$ cat src/lmd_pkg.sv
// Package for the landmark map dedup block: widths, CORDIC constants, shared types.
// No dependencies.
`default_nettype none
package lmd_pkg;
	localparam int MaxLandmarks = 256;
	localparam int CoordWidth   = 24;
	localparam int AngleWidth   = 16;
	localparam int TolWidth     = 23;
	localparam int IdxWidth     = $clog2(MaxLandmarks);
	localparam int CntWidth     = $clog2(MaxLandmarks + 1);
	localparam int GuardBits    = 12;
	localparam int CordicSteps  = 16;
	localparam int StepWidth    = $clog2(CordicSteps);
	// rotation datapath: coordinate plus guard bits plus headroom for CORDIC gain
	localparam int RotWidth     = CoordWidth + GuardBits + 3;
	localparam int PhaseWidth   = 21;
	localparam int InvGain      = 39797;
	localparam int ProdWidth    = RotWidth + 17;

	typedef logic signed [CoordWidth-1:0] coord_t;

	typedef struct packed {
		logic load;      // capture input item, start rotation
		logic rot_step;  // one CORDIC iteration
		logic scale;     // gain multiply
		logic finish;    // round, add pose, saturate
		logic cmp_clr;   // clear duplicate flag
		logic cmp_step;  // compare one stored landmark
		logic append;    // write world point into store
		logic out_load;  // move result to output register
	} lmd_cmd_t;

	typedef struct packed {
		logic                 rot_last;
		logic                 cmp_last;
		logic                 store_full;
		logic                 dup;
	} lmd_sts_t;

	function automatic logic signed [PhaseWidth-1:0] atan_lut(input logic [StepWidth-1:0] i);
		logic signed [PhaseWidth-1:0] r;
		unique case (i)
			4'd0:  r = 21'sd131072;
			4'd1:  r = 21'sd77376;
			4'd2:  r = 21'sd40884;
			4'd3:  r = 21'sd20753;
			4'd4:  r = 21'sd10417;
			4'd5:  r = 21'sd5213;
			4'd6:  r = 21'sd2607;
			4'd7:  r = 21'sd1304;
			4'd8:  r = 21'sd652;
			4'd9:  r = 21'sd326;
			4'd10: r = 21'sd163;
			4'd11: r = 21'sd81;
			4'd12: r = 21'sd41;
			4'd13: r = 21'sd20;
			4'd14: r = 21'sd10;
			default: r = 21'sd5;
		endcase
		return r;
	endfunction
endpackage
`default_nettype wire

$ cat src/lmd_ctrl.sv
// Controller FSM: sequences rotation, store scan, append and output handshake.
// Depends on lmd_pkg.
`default_nettype none
module lmd_ctrl import lmd_pkg::*; (
	input  wire logic     clk,
	input  wire logic     arst_n,
	input  wire logic     in_valid,
	output logic          in_stall,
	output logic          out_valid,
	input  wire logic     out_stall,
	input  wire lmd_sts_t sts,
	output lmd_cmd_t      cmd
);
	typedef enum logic [2:0] {IDLE, ROT, SCALE, FIN, SCAN} state_t;
	state_t state_q;

	assign in_stall = (state_q != IDLE);

	always_comb begin
		cmd = '0;
		unique case (state_q)
			IDLE:  cmd.load = in_valid;
			ROT:   cmd.rot_step = 1'b1;
			SCALE: cmd.scale = 1'b1;
			FIN:   begin cmd.finish = 1'b1; cmd.cmp_clr = 1'b1; end
			SCAN:  begin
				cmd.cmp_step = !sts.cmp_last;
				// last compared entry is in the read register; decide now
				if (sts.cmp_last && !(out_valid && out_stall)) begin
					cmd.out_load = 1'b1;
					cmd.append   = !sts.dup && !sts.store_full;
				end
			end
			default: ;
		endcase
	end

	always_ff @(posedge clk or negedge arst_n) begin
		if (!arst_n) begin
			state_q   <= IDLE;
			out_valid <= 1'b0;
		end else begin
			if (cmd.out_load)
				out_valid <= 1'b1;
			else if (out_valid && !out_stall)
				out_valid <= 1'b0;
			unique case (state_q)
				IDLE:  if (in_valid) state_q <= ROT;
				ROT:   if (sts.rot_last) state_q <= SCALE;
				SCALE: state_q <= FIN;
				FIN:   state_q <= SCAN;
				SCAN:  if (cmd.out_load) state_q <= IDLE;
				default: state_q <= IDLE;
			endcase
		end
	end

	a_busy_stall: assert property (@(posedge clk) disable iff (!arst_n)
		(state_q == ROT) |-> in_stall) else $error("accepting while busy");
	a_out_load: assert property (@(posedge clk) disable iff (!arst_n)
		cmd.out_load |=> out_valid) else $error("result not presented");
	a_no_overwrite: assert property (@(posedge clk) disable iff (!arst_n)
		cmd.out_load |-> !(out_valid && out_stall)) else $error("result overwritten");
endmodule
`default_nettype wire
$ cat config.mk
export PLATFORM = sky130hd
export DESIGN_NAME = lmd_ctrl
export DESIGN_NICKNAME = d
export VERILOG_FILES = /design/src/lmd_pkg.sv /design/src/lmd_ctrl.sv
export SDC_FILE = /design/constraint.sdc
export NUM_CORES = 1
export LEC_CHECK = 0
export ABC_CLOCK_PERIOD_IN_PS = 1100
export BUFFER_PORTS_ARGS = -buffer_cell sky130_fd_sc_hd__buf_2
export CAP_MARGIN = 30
export CORE_AREA = 2 2 39 41
export DETAILED_ROUTE_END_ITERATION = 7
export DIE_AREA = 0 0 41 43
export GPL_ROUTABILITY_DRIVEN = 1
export HOLD_SLACK_MARGIN = 0.02
export SLEW_MARGIN = 30
export SYNTH_ARGS = -nofsm -noshare
export SYNTH_HDL_FRONTEND = slang
export SYNTH_SLANG_ARGS = --single-unit
$ cat constraint.sdc
create_clock -name clk -period 1.1 [get_ports clk]
set_input_delay 0.055 -clock clk [delete_from_list [all_inputs] [get_ports clk]]
set_output_delay 0.055 -clock clk [all_outputs]
set_load 0.1 [all_outputs]
==> summary.md, run 1 <==
| Metric | Value |
|---|---|
| Synth top area share | `37.91%` |
| CTS tree | `yes` |
| Sink Count | `4` |
| Synth top cells by count | `4 x dfrtp_1, 4 x nor2_1, 2 x a21oi_1, 2 x nor3b_1` |
| Slew Viols, Final | `0` |
| Slew headroom | `83.04%` |
| Non-filler cells, final | `77` |
| Synth-to-Final Area Change | `189.1%` |
| Distinct cells, synth | `19` |
| Die W | `41 µm` |
| Syn_area_per_cell | `9.778 µm²` |
| Yosys warning total | `0` |
| Count of input and output buffers | `17` |
| Hold depth | `3` |
| Crit-path max cell delay | `410 ps` |
| Via count | `between 300 and 400` |
| Syn_nets | `35` |
| Synth Cell Area | `between 200 and 300 µm²` |
| Seq/Total Area, Yosys | `a little under two fifths` |
| Ys flop type | `dfrtp_1` |
| Maximum Capacitance Violations | `0` |
| Clock slew at reported path FFs | `about 40 ps` |
| Detailed placement HPWL | `634.2 µm` |
| WHS | `81.82 ps` |
| Vias/cell | `between 4 and 5` |
| Root Driver | `clkbuf_4` |
| Antenna diodes | `0` |
| Pre-antenna DRT Iters | `1` |
| Initial antenna violation count | `0` |
| Top cells by area, synth | `dfrtp_1 38%, nor4_4 8.1%, nor2_1 5.7%` |
| Setup crit end kind | `output pin` |
| Startpoint types | `flop` |
| Io pins | `18` |
| GP Congestion | `roughly 0.73` |
| Total die area | `1763 µm²` |
| DR iter-0 viols | `0` |
| Worst Path Max Fanout | `3` |
| Fin. Hold Viols | `0` |
| CP startpoint | `state_q[1]$_DFFE_PN0P_` |
| Min-Delay Endpoint | `out_valid$_DFFE_PN0P_` |
| Core Footprint | `1384 µm²` |
| Synth Instances | `27` |
| Reg2Reg Depth | `5` |
| Setup-failing EPs final | `13` |
| Number of fill cells in the layout | `126` |
| R2R Path Start | `state_q[1]$_DFFE_PN0P_` |
| Slew @ Worst Pin | `252.6 ps` |
| Largest net degree at the start of global routing | `10` |
| Met2 GRT Util | `20.31%` |
| H-tree levels | `1` |
| Number of synthesized flops with an enable pin | `0` |
| FF-to-FF End | `state_q[0]$_DFFE_PN0P_` |
| Worst-skew pair later-pin latency | `240 ps` |
| Met3 Track Usage GR | `2.094%` |
| Fraction of layout cells with a size suffix above 1 | `around 85%` |
| Period utilization | `138.4%` |
| Final WL | `just under 900 µm` |
| Std cell rows | `14` |
| Critical path type | `reg -> out` |
| GRT Total Usage | `a little under an eighth` |
| Tmin final | `1523 ps` |
| F_max | `~660 MHz` |
| Failing checks | `setup timing` |
| Hold path startpoint | `out_stall` |
| First-pass GRT wire length | `1407 µm` |
| Fin nets | `70` |
| Clock skew | `7.523 ps` |
| Grt met1 use | `12.34%` |
| RSZ-0062 raised after global routing | `yes` |
| Die outline height | `43 µm` |
| Critical Path RT | `1040 ps` |
| CTS Buf Count | `3` |
| Worst EP arrival | `1470 ps` |
| Slowest CP cell | `or3b_4` |
| Starting Density | `19.08%` |
| Async SR Flop Fraction | `100.0%` |
| Outcome | `complete, but fails checks` |
| Final setup margin | `-422.5 ps` |
| Routed Antenna Nets | `0` |
| DRC violations left | `0` |
| Routed WL per cell | `11.45 µm` |
| Worst Hold Class | `in -> reg` |
| Top Usage Layer GRT | `met2` |
| Gr ovfl total | `0` |
| Bufs on Longest Clock Path | `2` |
| Cell taking the most area after synthesis | `dfrtp_1` |
| Number of global-route vias before repair | `367` |
| CP Cell Sequence | `or3b_4 -> buf_6 -> nor2_4 -> buf_12` |
| R2R setup slack | `-220 ps` |
| #FFs+latches synth | `4` |
| Dpl cells | `65` |
timing repair:
action                                  CTS  global route
endpoints found under the setup margin   12            13
gates resized for setup                  16             5
hold buffers                              1             0
pin swaps                                 9             2
endpoints found under the hold margin     4             0
buffers inserted                          4             4
cell families (layout without fill, tap and decap cells):
kind of cell | after synthesis | in the layout | synth area share [%]
DFF | 4 | 4 | 37.92
buffers and inverters | 3 | 37 | 6.159
AOI/OAI and AO/OA | 6 | 6 | 15.64
and+or+nand+nor | 14 | 14 | 40.28
routing by layer:
metal / vias up / routed length (µm)
li1: 162 / -
met1: 147 / 286
met2: 15 / 522
met3: 0 / 74
met4: 0 / 0
met5: - / 0
critical path: cells and delay by family, from the launching register on:
kind / cells / cell delay (ps)
buffers and inverters: 2 / 320
flip-flops: 1 / 400
AND/OR/NAND/NOR: 2 / 500
flip-flops by register name, indices dropped and copies added, names as in the netlist:
signal / cells
state_q: 3
out_valid: 1
how the worst max path moves through the flow:
stage | to | cells past startpoint
6_report | cmd[2] | 4
5_1_grt | cmd[1] | 3
4_1_cts | cmd[1] | 3
3_5_place_dp | cmd[1] | 3
3_3_place_gp | cmd[1] | 3
2_1_floorplan | cmd[1] | 2
cells in the final DEF, fill, tap and decap left out, types with 2 or more instances in the layout:
master     n
buf_6      9
nor3b_4    2
dfrtp_2    2
a21oi_2    2
clkbuf_4   3
buf_4      5
or3b_4     2
buf_2      7
buf_12    10
nor2_4     2
cell type report:
type                    count  area (µm²)  share of cell area [%]
well taps                  16       20.02                   2.623
repair buffers             32       384.1                   50.33
clock buffers               4       26.28                   3.443
flip-flops and latches      4       106.4                   13.93
inverters                   1       3.754                  0.4918
multi-input cells          20       222.7                   29.18
metrics by stage:
stage	area, µm²	TNS (ps)	setup slack (ps)	utilization (%)
after floorplan	337.8	-3757	-943.0	-
after global placement	596.8	-1532	-240.2	43.13
after detailed placement	596.8	-1686	-249.1	43.13
after CTS	725.7	-3589	-438.5	52.44
after global routing	763.2	-4353	-480.7	55.15
final	763.2	-3729	-422.5	55.15
Power of run 1 is left out: the tool's default activity adds up to more than one toggle a clock period on the data nets, which glitch-free logic cannot reach.
==> run 2: changes to the inputs <==
- ABC_AREA: not set -> 1
==> summary.md, run 2 <==
| Metric | Value |
|---|---|
| Max reg flops | `3` |
| Detailed placement HPWL | `around 630 µm` |
| R2R Path Start | `out_valid$_DFFE_PN0P_` |
| Syn_area_per_cell | `between 6 and 7 µm²` |
| Slew headroom | `82.50%` |
| CP top delay family | `flip-flops` |
| CTS tree | `yes` |
| Slowest CP cell | `dfrtp_4` |
| Via count | `351` |
| Slew @ Worst Pin | `260.6 ps` |
| H-tree levels | `1` |
| Most common cell after layout, fill and taps aside | `buf_12` |
| Antenna diodes | `0` |
| Synth top area share | `between 30% and 40%` |
| Tmin final | `1418 ps` |
| Fraction of layout cells with a size suffix above 1 | `75.38%` |
| Count of input and output buffers | `17` |
| Non-filler cells, final | `~80` |
| Worst Hold Class | `in -> async` |
| Syn_nets | `45` |
| Crit-path max cell delay | `470 ps` |
| Startpoint types | `flop` |
| GP Congestion | `0.7558` |
| FF-to-FF End | `out_valid$_DFFE_PN0P_` |
| Clock slew at reported path FFs | `40 ps` |
| RSZ-0062 raised after global routing | `yes` |
| CTS Buf Count | `3` |
| Pre-antenna DRT Iters | `4` |
| Maximum Capacitance Violations | `0` |
| Dpl cells | `74` |
| DR iter-0 viols | `4` |
| Slew Viols, Final | `0` |
| Routed WL per cell | `10.12 µm` |
| Critical Path RT | `between 1000 and 1500 ps` |
| Initial antenna violation count | `0` |
| GRT Total Usage | `12.01%` |
| Fin. Hold Viols | `0` |
| Die outline height | `43 µm` |
| Synth top cells by count | `7 x inv_1, 6 x nand2_1, 5 x nand3_1` |
| Worst EP arrival | `1360 ps` |
| Period utilization | `128.9%` |
| Total die area | `1763 µm²` |
| Root Driver | `clkbuf_4` |
| Routed Antenna Nets | `0` |
| #FFs+latches synth | `4` |
| Number of synthesized flops with an enable pin | `0` |
| Sink Count | `4` |
| CP Cell Sequence | `nand2_2 -> nand4_1 -> nor3_4 -> buf_12` |
| First-pass GRT wire length | `1407 µm` |
| Gr ovfl total | `0` |
| Number of fill cells in the layout | `between 100 and 150` |
| Starting Density | `18.72%` |
| WHS | `approximately 160 ps` |
| Commonest non-fill, non-tap cells in the layout | `10 x buf_12, 7 x buf_2, 5 x inv_1, 5 x buf_4` |
| Setup crit end kind | `output pin` |
| F_max | `a little over 700 MHz` |
| Clock skew | `5.605 ps` |
| Std cell rows | `14` |
| Setup-failing EPs final | `11` |
| Synth-to-Final Area Change | `171.0%` |
| Top-count cell post-synth | `inv_1` |
| R2R setup slack | `-50 ps` |
| Synth Instances | `37` |
| Synth Cell Area | `259.0 µm²` |
| Final setup margin | `-317.8 ps` |
| Fin nets | `74` |
| Ys flop type | `dfrtp_1` |
| Largest regs | `state_q (3), out_valid (1)` |
| Largest net degree at the start of global routing | `6` |
| Critical path type | `reg -> out` |
| Distinct cells, synth | `13` |
| Buf+Inv Stages, Crit Path | `1` |
| Cell taking the most area after synthesis | `dfrtp_1` |
| Async SR Flop Fraction | `100.0%` |
| Largest Register | `state_q` |
| Seq/Total Area, Yosys | `38.65%` |
| Reg2Reg Depth | `5` |
| Vias/cell | `4.333` |
| DRC violations left | `0` |
| Failing checks | `setup timing` |
| Die W | `41 µm` |
| Io pins | `18` |
| Top cells by area, synth | `dfrtp_1 39%, inv_1 10%, nand3_1 9.7%` |
| Bufs on Longest Clock Path | `2` |
| Worst-skew pair later-pin latency | `240 ps` |
| Yosys warning total | `0` |
| Final WL | `820 µm` |
| Outcome | `complete, but fails checks` |
| Worst Path Max Fanout | `3` |
| Core Footprint | `1384 µm²` |
| Number of global-route vias before repair | `358` |
-- run 2: cell type report --
cell class              instances  area, µm²  share of cell area (%)
repair buffers                 25      305.3                   43.49
well taps                      16      20.02                   2.852
inverters                      10      52.55                   7.487
flip-flops and latches          4      107.6                   15.33
multi-input cells              22      190.2                   27.09
clock buffers                   4      26.28                   3.743
-- run 2: kinds of logic (layout without fill, tap and decap cells) --
family | after synthesis | after routing | share of synthesized area [%]
compound gates | 2 | 2 | 6.282
buf+inv | 11 | 39 | 17.39
flops | 4 | 4 | 38.65
simple gates | 20 | 20 | 37.68
-- run 2: worst max-delay path by stage --
stage	end	depth (start not counted)	slack [ps]	from
after floorplan	cmd[1]	3	-690	out_valid$_DFFE_PN0P_
after global placement	cmd[1]	4	-100	out_valid$_DFFE_PN0P_
after detailed placement	cmd[1]	4	-120	out_valid$_DFFE_PN0P_
after CTS	cmd[1]	4	-300	out_valid$_DFFE_PN0P_
after global routing	cmd[1]	4	-390	out_valid$_DFFE_PN0P_
final	cmd[1]	4	-320	out_valid$_DFFE_PN0P_
-- run 2: routing by layer --
metal,part of all wire [%],global-route usage [%],vias up
met4,0,8.000,0
met5,0,0,-
met2,57,19.06,17
met3,8.3,3.141,0
met1,35,13.07,164
li1,-,-,170
-- run 2: worst register-to-register path, cell delays in order (launching register included) --
cell	delay [ps]
dfrtp_4	470
nand2_2	70
nand4_1	190
buf_4	190
buf_4	120
nand2_2	50
-- run 2: repair_timing --
item / in CTS / in global routing
hold buffers: 1 / 0
buffers inserted: 1 / 1
endpoints found under the hold margin: 4 / 0
pin swaps: 5 / 1
gates resized for setup: 5 / 8
gates cloned: 0 / 0
setup endpoints to repair: 11 / 11
-- run 2: metrics by stage --
step                setup TNS (ps)  setup slack [ps]  area, µm²  util, %
finish                       -2075            -317.8      701.9    50.72
floorplan                    -2554            -688.6      351.6        -
global route                 -2739            -388.6      701.9    50.72
CTS                          -2305            -304.5      668.1    48.28
detailed placement          -478.1            -116.9      609.3    44.03
global placement            -333.8            -102.4      609.3    44.03
Power of run 2 is left out for the same reason.
